--- src/design/modular_exponentiation_core_macros.svh ---
// Assertion macros for the modular exponentiation core.
// Used by design/modular_exponentiation_core.sv; no other dependencies.
`ifndef MODULAR_EXPONENTIATION_CORE_MACROS_SVH
`define MODULAR_EXPONENTIATION_CORE_MACROS_SVH

// Check a property on every rising clock edge outside of reset
`define MEXP_ASSERT(label, prop, msg) \
   label: assert property (@(posedge clock) disable iff (reset) prop) else $error(msg);

// Check a property on every rising clock edge, reset included
`define MEXP_ASSERT_ALWAYS(label, prop, msg) \
   label: assert property (@(posedge clock) prop) else $error(msg);

`endif

--- src/design/mexp_pkg.sv ---
// Shared types and constants for the modular exponentiation core.
// No dependencies; compiled before the channel interfaces and the core.
package mexp_pkg;

   // Fixed field and configuration port widths
   localparam int MSG_WIDTH      = 32;
   localparam int RESULT_WIDTH   = 32;
   localparam int CSR_DATA_WIDTH = 32;
   localparam int CSR_ADDR_WIDTH = 3;

   // Datapath width default and register reset values
   localparam int WORD_WIDTH_DEF = 32;
   localparam int MODULUS_RESET  = 2;
   localparam int EXPONENT_RESET = 1;

   // Register index, taken from the word address bit
   typedef enum logic [0:0] {
      REG_MODULUS  = 1'b0,
      REG_EXPONENT = 1'b1
   } mexp_reg_type;

   // Sequencer state
   typedef enum logic [1:0] {
      ST_IDLE,
      ST_DBL,
      ST_ADD,
      ST_DONE
   } mexp_state_type;

   // Which modular product the sequencer is working on
   typedef enum logic [1:0] {
      PH_REDUCE,
      PH_SQUARE,
      PH_MULT
   } mexp_phase_type;

endpackage

--- src/design/mexp_req_if.sv ---
// Request channel: valid/ready handshake carrying one message word.
// Depends on mexp_pkg for the field width.
interface mexp_req_if;
   logic                                valid;
   logic                                ready;
   logic [mexp_pkg::MSG_WIDTH-1:0]      message;

   modport source (output valid, output message, input ready);
   modport sink   (input valid, input message, output ready);
endinterface

--- src/design/mexp_rsp_if.sv ---
// Response channel: valid/ready handshake carrying one result word.
// Depends on mexp_pkg for the field width.
interface mexp_rsp_if;
   logic                                valid;
   logic                                ready;
   logic [mexp_pkg::RESULT_WIDTH-1:0]   result;

   modport source (output valid, output result, input ready);
   modport sink   (input valid, input result, output ready);
endinterface

--- src/design/modular_exponentiation_core.sv ---
// Modular exponentiation core: result = message ** exponent mod modulus.
// Depends on mexp_pkg, mexp_req_if, mexp_rsp_if and the macros header.
//
//   Channel   Direction  Transfer               Payload
//   req_ch    in         valid & ready          message
//   rsp_ch    out        valid & ready          result
//   csr_*     in (APB)   psel&penable&pwrite    modulus @0x0, exponent @0x4
//
// Each item runs on the single modular adder (W = WORD_WIDTH): one
// double-or-add step per cycle, W bits per modular product, one square per
// exponent bit plus one multiply per set exponent bit, after a first pass
// that reduces the message. A modulus below 2 answers 0.
// Reset is synchronous; the core takes no request until the result has
// been transferred, and holds the result while rsp_ch.ready is low.
`include "modular_exponentiation_core_macros.svh"

module modular_exponentiation_core #(
   parameter int WORD_WIDTH = mexp_pkg::WORD_WIDTH_DEF
) (
   input  logic                                 clock,
   input  logic                                 reset,
   mexp_req_if.sink                             req_ch,
   mexp_rsp_if.source                           rsp_ch,
   input  logic                                 csr_psel,
   input  logic                                 csr_penable,
   input  logic                                 csr_pwrite,
   input  logic [mexp_pkg::CSR_ADDR_WIDTH-1:0]  csr_paddr,
   input  logic [mexp_pkg::CSR_DATA_WIDTH-1:0]  csr_pwdata,
   output logic [mexp_pkg::CSR_DATA_WIDTH-1:0]  csr_prdata,
   output logic                                 csr_pready
);

   localparam int CNT_W = $clog2(WORD_WIDTH);
   localparam logic [CNT_W-1:0] CNT_LAST = CNT_W'(WORD_WIDTH - 1);
   localparam logic [WORD_WIDTH-1:0] WORD_ONE  = WORD_WIDTH'(1);
   localparam logic [WORD_WIDTH-1:0] WORD_ZERO = '0;
   localparam logic [WORD_WIDTH-1:0] WORD_TWO  = WORD_WIDTH'(2);

   // Configuration registers
   logic [WORD_WIDTH-1:0]     modulus_ff;
   logic [WORD_WIDTH-1:0]     exponent_ff;

   // Sequencer and datapath registers
   mexp_pkg::mexp_state_type  state_ff, state_in;
   mexp_pkg::mexp_phase_type  phase_ff, phase_in;
   logic [WORD_WIDTH-1:0]     prod_ff, prod_in;
   logic [WORD_WIDTH-1:0]     mul_a_ff, mul_a_in;
   logic [WORD_WIDTH-1:0]     mul_b_ff, mul_b_in;
   logic [CNT_W-1:0]          cnt_ff, cnt_in;
   logic [WORD_WIDTH-1:0]     exp_ff, exp_in;
   logic [CNT_W-1:0]          exp_cnt_ff, exp_cnt_in;
   logic [WORD_WIDTH-1:0]     base_ff, base_in;
   logic [WORD_WIDTH-1:0]     result_ff, result_in;

   // Width adaption between port fields and the datapath
   logic [WORD_WIDTH+mexp_pkg::MSG_WIDTH-1:0]       msg_wide;
   logic [WORD_WIDTH+mexp_pkg::CSR_DATA_WIDTH-1:0]  wdata_wide;
   logic [WORD_WIDTH+mexp_pkg::CSR_DATA_WIDTH-1:0]  modulus_wide;
   logic [WORD_WIDTH+mexp_pkg::CSR_DATA_WIDTH-1:0]  exponent_wide;
   logic [WORD_WIDTH+mexp_pkg::RESULT_WIDTH-1:0]    result_wide;
   logic [WORD_WIDTH-1:0]     msg_word;
   logic [WORD_WIDTH-1:0]     wdata_word;

   // Shared modular adder
   logic [WORD_WIDTH-1:0]     addend;
   logic [WORD_WIDTH:0]       sum;
   logic [WORD_WIDTH:0]       diff;
   logic [WORD_WIDTH-1:0]     unit_out;

   // Sequencer status
   logic                      csr_write;
   logic                      mul_bit;
   logic                      bit_last;
   logic                      exp_bit;
   logic                      exp_last;
   logic                      mul_done;
   logic                      all_done;
   logic                      modulus_small;

   assign msg_wide      = {{WORD_WIDTH{1'b0}}, req_ch.message};
   assign msg_word      = msg_wide[WORD_WIDTH-1:0];
   assign wdata_wide    = {{WORD_WIDTH{1'b0}}, csr_pwdata};
   assign wdata_word    = wdata_wide[WORD_WIDTH-1:0];
   assign modulus_wide  = {{mexp_pkg::CSR_DATA_WIDTH{1'b0}}, modulus_ff};
   assign exponent_wide = {{mexp_pkg::CSR_DATA_WIDTH{1'b0}}, exponent_ff};
   assign result_wide   = {{mexp_pkg::RESULT_WIDTH{1'b0}}, result_ff};

   // Configuration write and read back
   assign csr_write  = csr_psel & csr_penable & csr_pwrite & csr_pready;
   assign csr_pready = 1'b1;

   always_ff @(posedge clock) begin
      if (reset) begin
         modulus_ff  <= WORD_WIDTH'(mexp_pkg::MODULUS_RESET);
         exponent_ff <= WORD_WIDTH'(mexp_pkg::EXPONENT_RESET);
      end else if (csr_write) begin
         case (mexp_pkg::mexp_reg_type'(csr_paddr[2]))
            mexp_pkg::REG_MODULUS:  modulus_ff  <= wdata_word;
            mexp_pkg::REG_EXPONENT: exponent_ff <= wdata_word;
            default:                modulus_ff  <= modulus_ff;
         endcase
      end
   end

   always_comb begin
      case (mexp_pkg::mexp_reg_type'(csr_paddr[2]))
         mexp_pkg::REG_MODULUS:  csr_prdata = modulus_wide[mexp_pkg::CSR_DATA_WIDTH-1:0];
         mexp_pkg::REG_EXPONENT: csr_prdata = exponent_wide[mexp_pkg::CSR_DATA_WIDTH-1:0];
         default:                csr_prdata = '0;
      endcase
   end

   // Modular add of two values below the modulus: double, or add operand a
   assign addend   = (state_ff == mexp_pkg::ST_ADD) ? mul_a_ff : prod_ff;
   assign sum      = {1'b0, prod_ff} + {1'b0, addend};
   assign diff     = sum - {1'b0, modulus_ff};
   assign unit_out = (sum >= {1'b0, modulus_ff}) ? diff[WORD_WIDTH-1:0]
                                                 : sum[WORD_WIDTH-1:0];

   // Sequencer status
   assign mul_bit       = mul_b_ff[WORD_WIDTH-1];
   assign bit_last      = (cnt_ff == '0);
   assign exp_bit       = exp_ff[WORD_WIDTH-1];
   assign exp_last      = (exp_cnt_ff == '0);
   assign modulus_small = (modulus_ff < WORD_TWO);

   always_comb begin
      mul_done = bit_last &&
                 (((state_ff == mexp_pkg::ST_DBL) && !mul_bit) ||
                  (state_ff == mexp_pkg::ST_ADD));
      all_done = mul_done && exp_last &&
                 (((phase_ff == mexp_pkg::PH_SQUARE) && !exp_bit) ||
                  (phase_ff == mexp_pkg::PH_MULT));
   end

   // Next state
   always_comb begin
      state_in = state_ff;
      case (state_ff)
         mexp_pkg::ST_IDLE: begin
            if (req_ch.valid) begin
               state_in = modulus_small ? mexp_pkg::ST_DONE : mexp_pkg::ST_DBL;
            end
         end
         mexp_pkg::ST_DBL: begin
            if (mul_bit) begin
               state_in = mexp_pkg::ST_ADD;
            end else if (all_done) begin
               state_in = mexp_pkg::ST_DONE;
            end
         end
         mexp_pkg::ST_ADD: begin
            state_in = all_done ? mexp_pkg::ST_DONE : mexp_pkg::ST_DBL;
         end
         mexp_pkg::ST_DONE: begin
            if (rsp_ch.ready) begin
               state_in = mexp_pkg::ST_IDLE;
            end
         end
         default: state_in = mexp_pkg::ST_IDLE;
      endcase
   end

   // Datapath next values
   always_comb begin
      phase_in   = phase_ff;
      prod_in    = prod_ff;
      mul_a_in   = mul_a_ff;
      mul_b_in   = mul_b_ff;
      cnt_in     = cnt_ff;
      exp_in     = exp_ff;
      exp_cnt_in = exp_cnt_ff;
      base_in    = base_ff;
      result_in  = result_ff;
      case (state_ff)
         mexp_pkg::ST_IDLE: begin
            // Load: reduce the message first, as message * 1 mod modulus
            if (req_ch.valid) begin
               result_in  = WORD_ZERO;
               phase_in   = mexp_pkg::PH_REDUCE;
               prod_in    = WORD_ZERO;
               mul_a_in   = WORD_ONE;
               mul_b_in   = msg_word;
               cnt_in     = CNT_LAST;
               exp_in     = exponent_ff;
               exp_cnt_in = CNT_LAST;
            end
         end
         mexp_pkg::ST_DBL, mexp_pkg::ST_ADD: begin
            prod_in = unit_out;
            // Advance to the next multiplier bit unless an add is pending
            if (!((state_ff == mexp_pkg::ST_DBL) && mul_bit)) begin
               mul_b_in = mul_b_ff << 1;
               cnt_in   = cnt_ff - CNT_W'(1);
            end
            if (mul_done) begin
               case (phase_ff)
                  mexp_pkg::PH_REDUCE: begin
                     // Start squaring from an accumulator of one
                     base_in  = unit_out;
                     phase_in = mexp_pkg::PH_SQUARE;
                     prod_in  = WORD_ZERO;
                     mul_a_in = WORD_ONE;
                     mul_b_in = WORD_ONE;
                     cnt_in   = CNT_LAST;
                  end
                  mexp_pkg::PH_SQUARE, mexp_pkg::PH_MULT: begin
                     if ((phase_ff == mexp_pkg::PH_SQUARE) && exp_bit) begin
                        // Set exponent bit: multiply by the base
                        phase_in = mexp_pkg::PH_MULT;
                        prod_in  = WORD_ZERO;
                        mul_a_in = unit_out;
                        mul_b_in = base_ff;
                        cnt_in   = CNT_LAST;
                     end else begin
                        // Drop the finished exponent bit
                        exp_in     = exp_ff << 1;
                        exp_cnt_in = exp_cnt_ff - CNT_W'(1);
                        if (exp_last) begin
                           result_in = unit_out;
                        end else begin
                           phase_in = mexp_pkg::PH_SQUARE;
                           prod_in  = WORD_ZERO;
                           mul_a_in = unit_out;
                           mul_b_in = unit_out;
                           cnt_in   = CNT_LAST;
                        end
                     end
                  end
                  default: phase_in = mexp_pkg::PH_REDUCE;
               endcase
            end
         end
         default: begin
            // Hold the result until it is transferred
            result_in = result_ff;
         end
      endcase
   end

   // Registers
   always_ff @(posedge clock) begin
      if (reset) begin
         state_ff <= mexp_pkg::ST_IDLE;
         phase_ff <= mexp_pkg::PH_REDUCE;
      end else begin
         state_ff <= state_in;
         phase_ff <= phase_in;
      end
   end

   always_ff @(posedge clock) begin
      prod_ff    <= prod_in;
      mul_a_ff   <= mul_a_in;
      mul_b_ff   <= mul_b_in;
      cnt_ff     <= cnt_in;
      exp_ff     <= exp_in;
      exp_cnt_ff <= exp_cnt_in;
      base_ff    <= base_in;
      result_ff  <= result_in;
   end

   // Channel outputs
   always_comb begin
      req_ch.ready  = (state_ff == mexp_pkg::ST_IDLE);
      rsp_ch.valid  = (state_ff == mexp_pkg::ST_DONE);
      rsp_ch.result = result_wide[mexp_pkg::RESULT_WIDTH-1:0];
   end

   // Checks
   `MEXP_ASSERT(a_one_side_busy, !(req_ch.ready && rsp_ch.valid), "request and response both open")
   `MEXP_ASSERT(a_busy_after_take, (req_ch.valid && req_ch.ready) |=> !req_ch.ready, "request taken while busy")
   `MEXP_ASSERT(a_prod_reduced, ((state_ff == mexp_pkg::ST_DBL) || (state_ff == mexp_pkg::ST_ADD)) |-> (prod_ff < modulus_ff), "partial product not reduced")
   `MEXP_ASSERT(a_result_reduced, (rsp_ch.valid && !modulus_small) |-> (result_ff < modulus_ff), "result not below modulus")

endmodule
--- src/flat_wrapper.sv ---
// flat-port wrapper written by rule: the top's interface ports become plain ports
module modular_exponentiation_core_flat 
#(
   parameter int WORD_WIDTH = mexp_pkg::WORD_WIDTH_DEF
)
  (clock, reset, csr_psel, csr_penable, csr_pwrite, csr_paddr, csr_pwdata, csr_prdata, csr_pready, req_ch_valid, req_ch_message, req_ch_ready, rsp_ch_valid, rsp_ch_result, rsp_ch_ready);
  mexp_req_if req_ch_i ();
  mexp_rsp_if rsp_ch_i ();
  input  logic clock;
  input  logic reset;
  input  logic csr_psel;
  input  logic csr_penable;
  input  logic csr_pwrite;
  input  logic [mexp_pkg::CSR_ADDR_WIDTH-1:0] csr_paddr;
  input  logic [mexp_pkg::CSR_DATA_WIDTH-1:0] csr_pwdata;
  output logic [mexp_pkg::CSR_DATA_WIDTH-1:0] csr_prdata;
  output logic csr_pready;
  input wire logic [$bits(req_ch_i.valid)-1:0] req_ch_valid;
  input wire logic [$bits(req_ch_i.message)-1:0] req_ch_message;
  output wire logic [$bits(req_ch_i.ready)-1:0] req_ch_ready;
  output wire logic [$bits(rsp_ch_i.valid)-1:0] rsp_ch_valid;
  output wire logic [$bits(rsp_ch_i.result)-1:0] rsp_ch_result;
  input wire logic [$bits(rsp_ch_i.ready)-1:0] rsp_ch_ready;
  assign req_ch_i.valid = req_ch_valid;
  assign req_ch_i.message = req_ch_message;
  assign req_ch_ready = req_ch_i.ready;
  assign rsp_ch_valid = rsp_ch_i.valid;
  assign rsp_ch_result = rsp_ch_i.result;
  assign rsp_ch_i.ready = rsp_ch_ready;
  modular_exponentiation_core #(.WORD_WIDTH(WORD_WIDTH)) u_core (.clock(clock), .reset(reset), .req_ch(req_ch_i), .rsp_ch(rsp_ch_i), .csr_psel(csr_psel), .csr_penable(csr_penable), .csr_pwrite(csr_pwrite), .csr_paddr(csr_paddr), .csr_pwdata(csr_pwdata), .csr_prdata(csr_prdata), .csr_pready(csr_pready));
endmodule
--- config.mk ---
export PLATFORM = sky130hd
export DESIGN_NAME = modular_exponentiation_core_flat
export DESIGN_NICKNAME = d
export VERILOG_FILES = /design/src/design/mexp_pkg.sv /design/src/design/mexp_req_if.sv /design/src/design/mexp_rsp_if.sv /design/src/design/modular_exponentiation_core.sv /design/src/flat_wrapper.sv
export VERILOG_INCLUDE_DIRS = /design/src /design/src/design
export SDC_FILE = /design/constraint.sdc
export NUM_CORES = 1
export LEC_CHECK = 0
export ABC_AREA = 0
export BUFFER_PORTS_ARGS = -buffer_cell sky130_fd_sc_hd__buf_4
export CAP_MARGIN = 20
export CORE_MARGIN = 1
export CORE_UTILIZATION = 45
export DETAILED_ROUTE_END_ITERATION = 8
export PLACE_DENSITY = 0.68
export SLEW_MARGIN = 20
export SYNTH_ARGS = -nofsm -noshare
export SYNTH_HDL_FRONTEND = slang
export SYNTH_SLANG_ARGS = --single-unit
export TNS_END_PERCENT = 20
--- constraint.sdc ---
create_clock -name clock -period 8 [get_ports clock]
set_input_delay 1.6 -clock clock [delete_from_list [all_inputs] [get_ports clock]]
set_output_delay 1.6 -clock clock [all_outputs]
set_load 0.02 [all_outputs]
* After elaboration in Yosys (flattened, before gate mapping)
Index checks and enable logic that the tools add are counted.
** Word-level totals
- Bits in registers :: 270
** Cells by class
- Bitwise logic cells :: 3
- $add $sub $neg :: 4
- Reductions and logical operators :: 27
- Order comparisons :: 2
- Multiplexer cells :: 56
- Equal/unequal tests :: 14
** Operator list (count)
- 32-bit 2-to-1 mux :: 23
- 32-bit one-hot mux with 2 select lines :: 9
- 5-bit 2-to-1 mux :: 8
- 32-bit by 32-bit adder with 33-bit output :: 1
- 33-bit by 32-bit >= comparator with 1-bit output :: 1
- 32-bit by 2-bit < comparator with 1-bit output, second input constant :: 1
- 32-bit subtractor :: 1
- 5-bit one-hot mux with 2 select lines :: 3
- 2-bit 2-to-1 mux :: 10
- 5-bit logical NOT :: 2
- 5-bit AND reduction :: 2
- 5-bit by 1-bit subtractor with 5-bit output, second input constant :: 2
- 2-bit by 1-bit != test with 1-bit output, second input constant :: 4
- 2-bit one-hot mux with 2 select lines :: 2
- 2-bit one-hot mux with 4 select lines :: 1
- 1-bit logical AND :: 7
- 2-bit == test, second input constant :: 3
- 2-bit AND reduction :: 3
- 3-bit AND reduction :: 2
- 6-bit AND reduction :: 1
- 2-bit by 1-bit == test with 1-bit output, second input constant :: 2
- 2-bit logical NOT :: 2
- 2-bit != test, second input constant :: 2
- 4-bit != test, second input constant :: 1
- other kinds (9) :: 13

* Longest topological paths before layout
Gate-level depths: netlist (run 1).
- Depth in word-level cells :: 10
- Mapped depth :: 29
- Depth with buffers taken out :: 26

* Worst setup path before layout (run 1)
OpenSTA, ideal clock, no wires.
- Path type :: register to register
- From :: register u_core.state_ff[0]
- To :: register u_core.mul_b_ff[23] (data pin)
- Path slack :: 2113 ps
- Period minus slack after synthesis :: 5887 ps
- Path buffers :: 3
- Arrival :: 5626 ps
- Library setup time :: 261 ps
- Cell stages (with the launch flop) :: 24
- Cell sequence :: dfxtp_1 > inv_1 > ha_1 > clkbuf_1 > buf_1 > mux2_2 > ha_1 > a21o_1 > a211oi_1 > a21boi_2 > a21oi_1 > or4b_1 > a21oi_1 > xnor2_1 > ha_1 > and4_1 > and3_1 > a21oi_1 > or3b_1 > a31o_1 > nand4b_1 > buf_6 > mux2_4 > a221o_1
** Between the ends
- Longest elaborated chain between the ends :: 10
** Ends and longest elaborated chain
- start: declaration :: line modular_exponentiation_core.sv:44 : mexp_pkg::mexp_state_type state_ff, state_in;
- start signal: assignment :: line modular_exponentiation_core.sv:244 : state_ff <= mexp_pkg::ST_IDLE;
- start signal: assignment :: line modular_exponentiation_core.sv:247 : state_ff <= state_in;
- 2-bit == test (*) :: line modular_exponentiation_core.sv:114 : assign addend = (state_ff == mexp_pkg::ST_ADD) ? mul_a_ff : prod_ff;
- 32-bit 2-to-1 mux (*) :: line modular_exponentiation_core.sv:114
- 32-bit by 32-bit adder with 33-bit output (*) :: line modular_exponentiation_core.sv:115 : assign sum = {1'b0, prod_ff} + {1'b0, addend};
- 32-bit subtractor / 33-bit by 32-bit >= comparator with 1-bit output (equally long branches) :: line modular_exponentiation_core.sv:116, modular_exponentiation_core.sv:117
- 32-bit 2-to-1 mux (*) :: line modular_exponentiation_core.sv:117 : assign unit_out = (sum >= {1'b0, modulus_ff}) ? diff[WORD_WIDTH-1:0]
- net u_core.unit_out[23] :: line modular_exponentiation_core.sv:68 : logic [WORD_WIDTH-1:0] unit_out;
- 32-bit 2-to-1 mux (*) :: line modular_exponentiation_core.sv:219 : if (exp_last) begin
- 32-bit 2-to-1 mux (*) :: line modular_exponentiation_core.sv:208 : if ((phase_ff == mexp_pkg::PH_SQUARE) && exp_bit) begin
- 32-bit one-hot mux with 2 select lines (*) :: line modular_exponentiation_core.sv:197 : case (phase_ff)
- 32-bit 2-to-1 mux (*) :: line modular_exponentiation_core.sv:196 : if (mul_done) begin
- 32-bit one-hot mux with 2 select lines (*) :: line modular_exponentiation_core.sv:175 : case (state_ff)
- net u_core.mul_b_in[23] :: line modular_exponentiation_core.sv:48 : logic [WORD_WIDTH-1:0] mul_b_ff, mul_b_in;
- end signal: assignment :: line modular_exponentiation_core.sv:255 : mul_b_ff <= mul_b_in;
- end: declaration :: line modular_exponentiation_core.sv:48
Mark *: on every way through the listed nets, which the timed path passes. The rest lies on a longest branch.
A chain may end at the register's enable or synchronous reset.

* Final worst setup path (run 1)
- From :: register u_core.state_ff[0]
- To :: register u_core.mul_b_ff[28] (data pin)
** Between the ends
- Longest elaborated chain between the ends :: 10
** Ends and longest elaborated chain (line)
- 2-bit == test :: modular_exponentiation_core.sv:114, modular_exponentiation_core.sv:130, modular_exponentiation_core.sv:175
- 32-bit 2-to-1 mux :: modular_exponentiation_core.sv:114
- 32-bit by 32-bit adder with 33-bit output :: modular_exponentiation_core.sv:115
- 32-bit subtractor / 33-bit by 32-bit >= comparator with 1-bit output (equally long branches) :: modular_exponentiation_core.sv:116, modular_exponentiation_core.sv:117
- 32-bit 2-to-1 mux :: modular_exponentiation_core.sv:117
- 32-bit 2-to-1 mux :: modular_exponentiation_core.sv:219
- 32-bit 2-to-1 mux :: modular_exponentiation_core.sv:208
- 32-bit one-hot mux with 2 select lines :: modular_exponentiation_core.sv:197
- 32-bit 2-to-1 mux :: modular_exponentiation_core.sv:196
- 32-bit one-hot mux with 2 select lines (*) :: modular_exponentiation_core.sv:175
- net u_core.mul_b_in[28] :: modular_exponentiation_core.sv:48
Marks and branches as above.

==> run metrics, run 1 <==
outcome finished clean; number of I/O port buffers 137; n_diodes 0; period utilisation layout 0.876; critical setup path kind register to register; ANT nets after route 0; total number of vias 13,300; setup bufs post-CTS 0; GPL Wtd Cong 0.909; setup skew after layout ~0.016 ns; worst slew pin tran between 1 and 1.5 ns; worst skew pair latency approximately 0.52 ns; max cap viols 0; initial drt markers about 1,100; Hold Startpoint u_core.exponent_ff[20]$_SDFFE_PP0P_; CP max stage cell mux2i_1; average size of a mapped cell ~9.4 sq um; critical path's most frequent cell ha_1; Req. time, crit path approximately 8.3 ns; number of fill cells in the layout around 3,300; largest net degree at the start of global routing a little over 70; Reg2Reg Launch Point u_core.state_ff[0]$_SDFFE_PP0P_; Initial Util 0.457; Post-synth EDFFs 202; Die W between 150 and 200 um; CTS Root Cell clkbuf_16; final setup fails 0; gr usage total 0.238; clk slew on worst S/H paths 0.06 ns; Post-synth ARST share 0; global-route wire length before repair 68,300 um; Yosys reg bits 270; fin nets ~2,000; Core ar. between 30,000 and 40,000 sq um; Max stage delay on crit path 0.56 ns; die area approximately 37,000 sq um; multi-input logic area 8050 sq um; CP endpoint kind register; CTS tree done; CP Max Fanout between 40 and 50; delay-heaviest family, CP compound AO/OA/AOI/OAI gates; clk sinks 270; Slew Viols, Final 0; DRC viols 0; routed len/inst ~19 um; Startpoint Class register; Max-slew headroom 0.231; CP cell instances inv_1 -> ha_1 -> buf_4 -> mux2_2 -> ha_1 -> a21o_1 -> or3_4 -> o211ai_2 -> o211ai_4 -> a21o_1 -> o21ba_2 -> o211ai_1 -> ha_1 -> a211oi_1 -> o21ai_0 -> a21oi_1 -> or3b_1 -> a31o_1 -> nand4b_1 -> buf_12 -> mux2i_1 -> nor2_1 -> o221a_2; Ports between 100 and 150; Tmin final 7.01 ns; FF+latch area ~7400 sq um; Final Hold Vio Count 0; Finished Layout Cells roughly 2,300; Place WS roughly 1.1 ns; FMAX ~140 MHz; setup TNS 0 ns; final worst slack ~0.99 ns; Max clock buf depth 3; # placed instances roughly 2,300; post-cts sizing count 0; Area Growth Syn to Fin 15.5%; worst setup path startpoint u_core.state_ff[0]$_SDFFE_PP0P_; die height about 190 um; ys flop type edfxtp_1; Core Rows between 60 and 70; post-synthesis cell count 1,727; layout cell share with drive strength beyond 1 0.171; Hold Crit Class register to register; cell area after synthesis ~16,000 sq um; Post-Route WL between 40,000 and 50,000 um; vias in the first global route between 10,000 and 15,000; Post-DP HPWL 31,400 um; vias per cell between 5 and 6; Yosys warning count 0; Inserted Clock Buffers 34; global route total overflow 0; H-Tree Depth 2; hold_buf cts 0; syn nets around 1,900; Crit path arrival time between 7 and 8 ns; Buf+Inv Stages, Crit Path 3; count of cell types in the netlist 89; Reg2Reg Setup Slack 0.99 ns; Initial DRT Pass Iterations 5; sequential area share after synthesis 0.458; unrepaired setup endpoints after global routing false; antenna violations before repair 0
==> metrics by stage <==
step,utilization,hold slack (ns),area [sq um]
after floorplan,-,0.447,16200
after global placement,0.497,0.454,17600
after detailed placement,0.497,0.460,17600
after CTS,0.527,0.468,18700
after global routing,0.527,0.487,18700
final,0.527,0.465,18700
==> flip-flops by register name, summed over array words and instances, names as in the netlist <==
name,cells
u_core.mul_a_ff,32
u_core.phase_ff,2
u_core.base_ff,32
u_core.mul_b_ff,32
u_core.exp_ff,32
u_core.cnt_ff,5
u_core.rsp_ch.result,32
u_core.exponent_ff,32
u_core.modulus_ff,32
u_core.prod_ff,32
u_core.exp_cnt_ff,5
u_core.state_ff,2
==> synth_stat cells, types with 23 or more instances <==
master / count / area share
ha_1: 75 / 0.058
nand2_1: 284 / 0.066
inv_1: 103 / 0.024
nand3_1: 24 / 0.0074
a21o_1: 23 / 0.011
o21ai_0: 97 / 0.030
mux2_2: 65 / 0.045
clkbuf_1: 65 / 0.015
a21oi_1: 174 / 0.054
mux2i_1: 28 / 0.017
xnor2_1: 30 / 0.016
dfxtp_1: 68 / 0.084
nor2_1: 155 / 0.036
edfxtp_1: 202 / 0.37
==> worst paths after layout <==
path | end | cells after the start
hold reg to reg | u_core.exponent_ff[20]$_SDFFE_PP0P_ | 2
setup / recovery | u_core.mul_b_ff[28]$_DFFE_PP_ | 23
setup reg to reg | u_core.mul_b_ff[28]$_DFFE_PP_ | 23
hold / removal | u_core.exponent_ff[20]$_SDFFE_PP0P_ | 2
==> routing by layer <==
metal	vias to the layer above	global-route usage	wire length, um	part of all wire
met5	-	0	0	0
met4	0	0.0556	807	0.018
met3	55	0.0274	3070	0.069
met2	500	0.362	19300	0.44
met1	6313	0.358	21000	0.48
li1	6441	-	-	-
==> worst register-to-register path, cell delays in order (launching register included) <==
cell	delay, ns
dfxtp_1	0.34
inv_1	0.13
ha_1	0.23
buf_4	0.32
mux2_2	0.40
ha_1	0.36
a21o_1	0.23
or3_4	0.33
o211ai_2	0.26
o211ai_4	0.18
a21o_1	0.30
o21ba_2	0.24
o211ai_1	0.44
ha_1	0.38
a211oi_1	0.15
o21ai_0	0.29
a21oi_1	0.13
or3b_1	0.37
a31o_1	0.20
nand4b_1	0.19
buf_12	0.32
mux2i_1	0.57
nor2_1	0.14
o221a_2	0.26
==> layout by cell type, fill, tap and decap left out, types with 9 or more instances in the layout <==
master | netlist | final
nand2_1 | 284 | 284
edfxtp_1 | 202 | 202
a21oi_1 | 174 | 171
buf_4 | 3 | 157
nor2_1 | 155 | 153
inv_1 | 103 | 102
o21ai_0 | 97 | 97
ha_1 | 75 | 74
dfxtp_1 | 68 | 68
mux2_2 | 65 | 65
clkbuf_16 | 0 | 35
xnor2_1 | 30 | 30
mux2i_1 | 28 | 28
nand3_1 | 24 | 24
a21o_1 | 23 | 23
a221oi_1 | 20 | 20
o211ai_1 | 19 | 19
and2_1 | 18 | 18
xor2_1 | 16 | 16
nor3_1 | 16 | 16
nand4_1 | 15 | 15
a211oi_1 | 14 | 14
nor2b_1 | 12 | 12
nand2b_1 | 12 | 12
and3_1 | 12 | 12
o21a_1 | 9 | 9
o21ai_1 | 9 | 9
nor4_1 | 9 | 9
==> kinds of logic after synthesis <==
kind of cell	after synthesis	share of synthesized area
AOI/OAI and AO/OA	451	0.176
xor gates and xnor gates	46	0.0249
adders and majority gates	77	0.0604
buffers and inverters	191	0.0478
DFF	270	0.458
muxes	100	0.0707
other	1	0.000231
and+or+nand+nor	591	0.162
==> area by class of cell <==
class                           count  area share
Clock inverter                     14     0.00662
Inverter                          104      0.0209
Multi-Input combinational cell   1266       0.430
Clock buffer                       46      0.0506
Timing Repair Buffer              158      0.0641
Sequential cell                   270       0.397
Tap cell                          461      0.0308
Power of run 1 is not shown: default switching activity piles up to over one toggle a cycle in this logic, so the estimate is an artifact.
==> inputs of run 2 (changes only) <==
--- a/config.mk
+++ b/config.mk
@@ -6,7 +6,7 @@
 export SDC_FILE = /design/constraint.sdc
 export NUM_CORES = 1
 export LEC_CHECK = 0
-export ABC_AREA = 0
+export ABC_AREA = 1
 export BUFFER_PORTS_ARGS = -buffer_cell sky130_fd_sc_hd__buf_4
 export CAP_MARGIN = 20
 export CORE_MARGIN = 1
==> run 2 against run 1 <==
Against the previous run: clock skew fell by 0.0071 ns; first-iteration DRC count grew 2.2%; maximum frequency rose by 15%; cell area increased by 6.3%; via count is 20% higher; sequential share of layout area fell by 2.4 points; setup slack improved by 0.94 ns; flip-flop and latch count is the same; core utilization decreased by 0.18 points; non-clock buffer count is 1 lower; global-route usage is 4.6 points higher.
==> run metrics, run 2 <==
outcome finished clean; Area Growth Syn to Fin 14.3%; critical path's most frequent cell nand2_1; Hold Startpoint u_core.modulus_ff[23]$_SDFFE_PP0P_; reg2reg end u_core.mul_b_ff[2]$_DFFE_PP_; Finished Layout Cells 2,969 (+28%); Synth area leader edfxtp_1; H-Tree Depth 1 (-1); setup bufs post-CTS 0 (unchanged); Max-slew headroom 0.256 (+0.0253); CTS Root Cell clkbuf_16; post-cts sizing count 0 (unchanged); antenna violations before repair 0 (unchanged); Slew Viols, Final 0 (unchanged); Startpoint Class register; Tmin final 6.07 ns (-0.936 ns); Reg2Reg Setup Slack 1.93 ns (+0.94 ns); vias in the first global route 15,200 (+23%); Post-DP HPWL 41,100 um (+31%); total number of vias 16,000 (+20%); Reg2Reg Launch Point u_core.state_ff[0]$_SDFFE_PP0P_; fin nets 2,585 (+30%); clk sinks 270 (unchanged); worst slew pin tran 1.12 ns (-0.0219 ns); Hold Crit Class register to register; CP endpoint kind register; DRC viols 0 (unchanged); hold_buf cts 0 (unchanged); cell area after synthesis 17,400 sq um (+7.4%); Crit path arrival time 6.40 ns (-0.88 ns); hold worst-path end u_core.modulus_ff[23]$_SDFFE_PP0P_; Core ar. 37,800 sq um (+6.7%); number of fill cells in the layout 3,802 (+14%); setup TNS 0 ns (unchanged); Ports 141 (unchanged); Req. time, crit path 8.33 ns (+0.06 ns); die height 199 um (+3.6%); layout cell share with drive strength beyond 1 0.117 (-0.0534); largest net degree at the start of global routing 82 (+14%); period utilisation layout 0.759 (-0.117); GPL Wtd Cong 0.944 (+3.8%); die area 39,500 sq um (+7.3%); global-route wire length before repair 85,000 um (+24%); FMAX 165 MHz (+15%); CP max stage cell o21ai_1; ys flop type edfxtp_1; worst hold margin 0.512 ns (+0.0475 ns); syn nets 2,489 (+33%); critical setup path kind register to register; unrepaired setup endpoints after global routing false; Post-synth EDFFs 202 (unchanged); number of I/O port buffers 137 (unchanged); commonest cells after routing, fill and taps aside nand2_1 (722), nor2_1 (259), inv_1 (252); leading cell type in the layout, fill and taps excluded nand2_1; Post-Route WL 56,100 um (+27%); Initial DRT Pass Iterations 6 (+1); Yosys warning count 0 (unchanged); ANT nets after route 0 (unchanged); gr usage total 0.284 (+0.0464); Hold Path Depth 2 (unchanged); vias per cell 5.39 (-6.1%); Die W 199 um (+3.6%); Util after Layout 0.526 (-0.00176); post-synth top area share 0.349 (-0.0257); routed len/inst 18.9 um (-0.87%); Post-synth ARST share 0 (unchanged); top post-synthesis cells by area edfxtp_1 (35%), nand2_1 (16%), dfxtp_1 (7.8%); CP Max Fanout 35 (-22%); Max clock buf depth 3 (unchanged); top post-synthesis cells by count nand2_1 (722), nor2_1 (263), inv_1 (255), edfxtp_1 (202), o21ai_0 (157); worst skew pair latency 0.59 ns (+0.07 ns); Final Hold Vio Count 0 (unchanged); global route total overflow 0 (unchanged); post-synthesis cell count 2,338 (+35%); CTS tree done; sequential area share after synthesis 0.427 (-0.0314); initial drt markers 1,169 (+2.2%); Inserted Clock Buffers 31 (-8.8%); n_diodes 0 (unchanged); Worst R2R Path Depth 35 (+52%); max cap viols 0 (unchanged); Yosys reg bits 270 (unchanged); clk slew on worst S/H paths 0.06 ns (about the same); # placed instances 2,911 (+29%); average size of a mapped cell 7.44 sq um (-21%); setup skew after layout 0.00938 ns (-0.00710 ns); Max stage delay on crit path 0.60 ns (+0.04 ns); Initial Util 0.460 (+0.00305); final setup fails 0 (unchanged); count leader, synth nand2_1; count of cell types in the netlist 50 (-44%); worst setup path startpoint u_core.state_ff[0]$_SDFFE_PP0P_; Core Rows 71 (+2.9%)
==> run 2: logic make-up after synthesis <==
logic type | Yosys count | share of synthesized area
AO/OA/AOI/OAI | 393 | 0.126
XOR/XNOR | 38 | 0.0191
adder cells (fa/ha/maj) | 77 | 0.0562
buffers and inverters | 356 | 0.0808
flip-flops | 270 | 0.427
other | 1 | 0.000216
AND/OR/NAND/NOR | 1203 | 0.291
==> run 2: how the worst max path moves through the flow <==
stage,to,slack [ns],cells past startpoint
6_report,u_core.mul_b_ff[2]$_DFFE_PP_,1.93,35
5_1_grt,u_core.mul_b_ff[2]$_DFFE_PP_,1.41,35
4_1_cts,u_core.mul_b_ff[2]$_DFFE_PP_,1.89,35
3_5_place_dp,u_core.mul_b_ff[2]$_DFFE_PP_,1.90,35
3_3_place_gp,u_core.mul_b_ff[2]$_DFFE_PP_,1.63,35
2_1_floorplan,u_core.mul_a_ff[0]$_SDFFCE_PN1P_,0.21,6
==> run 2: worst max-delay path: cells and delay by family (launching register included) <==
family                   cells  cell delay (ns)
AO/OA/AOI/OAI                2             0.66
buffers and inverters        5             0.86
flip-flops                   1             0.37
AND/OR/NAND/NOR             24             2.59
adder cells (fa/ha/maj)      4             1.28
==> run 2: cell type report <==
type,count,area (sq um),share of cell area
tap,511,639,0.0321
clock inverter,14,131,0.00660
timing repair buffer,157,1190,0.0599
multi-input combinational,1712,8620,0.434
clock buffer,43,892,0.0448
sequential,270,7430,0.373
inverter,262,986,0.0496
==> run 2: per-stage QoR <==
stage | cell area, sq um | setup slack, ns
global placement | 18800 | 1.63
CTS | 19900 | 1.89
finish | 19900 | 1.93
floorplan | 17400 | 0.206
detailed placement | 18800 | 1.90
global route | 19900 | 1.41
==> run 2: metal layers <==
layer	wire length [um]	vias to the layer above	GRT usage	part of all wire
met1	24700	7480	0.380	0.44
met5	0	-	0	0
met4	2440	0	0.117	0.043
met2	25600	544	0.467	0.46
met3	3300	112	0.0332	0.059
li1	-	7860	-	-
Power of run 2 is left out for the same reason.
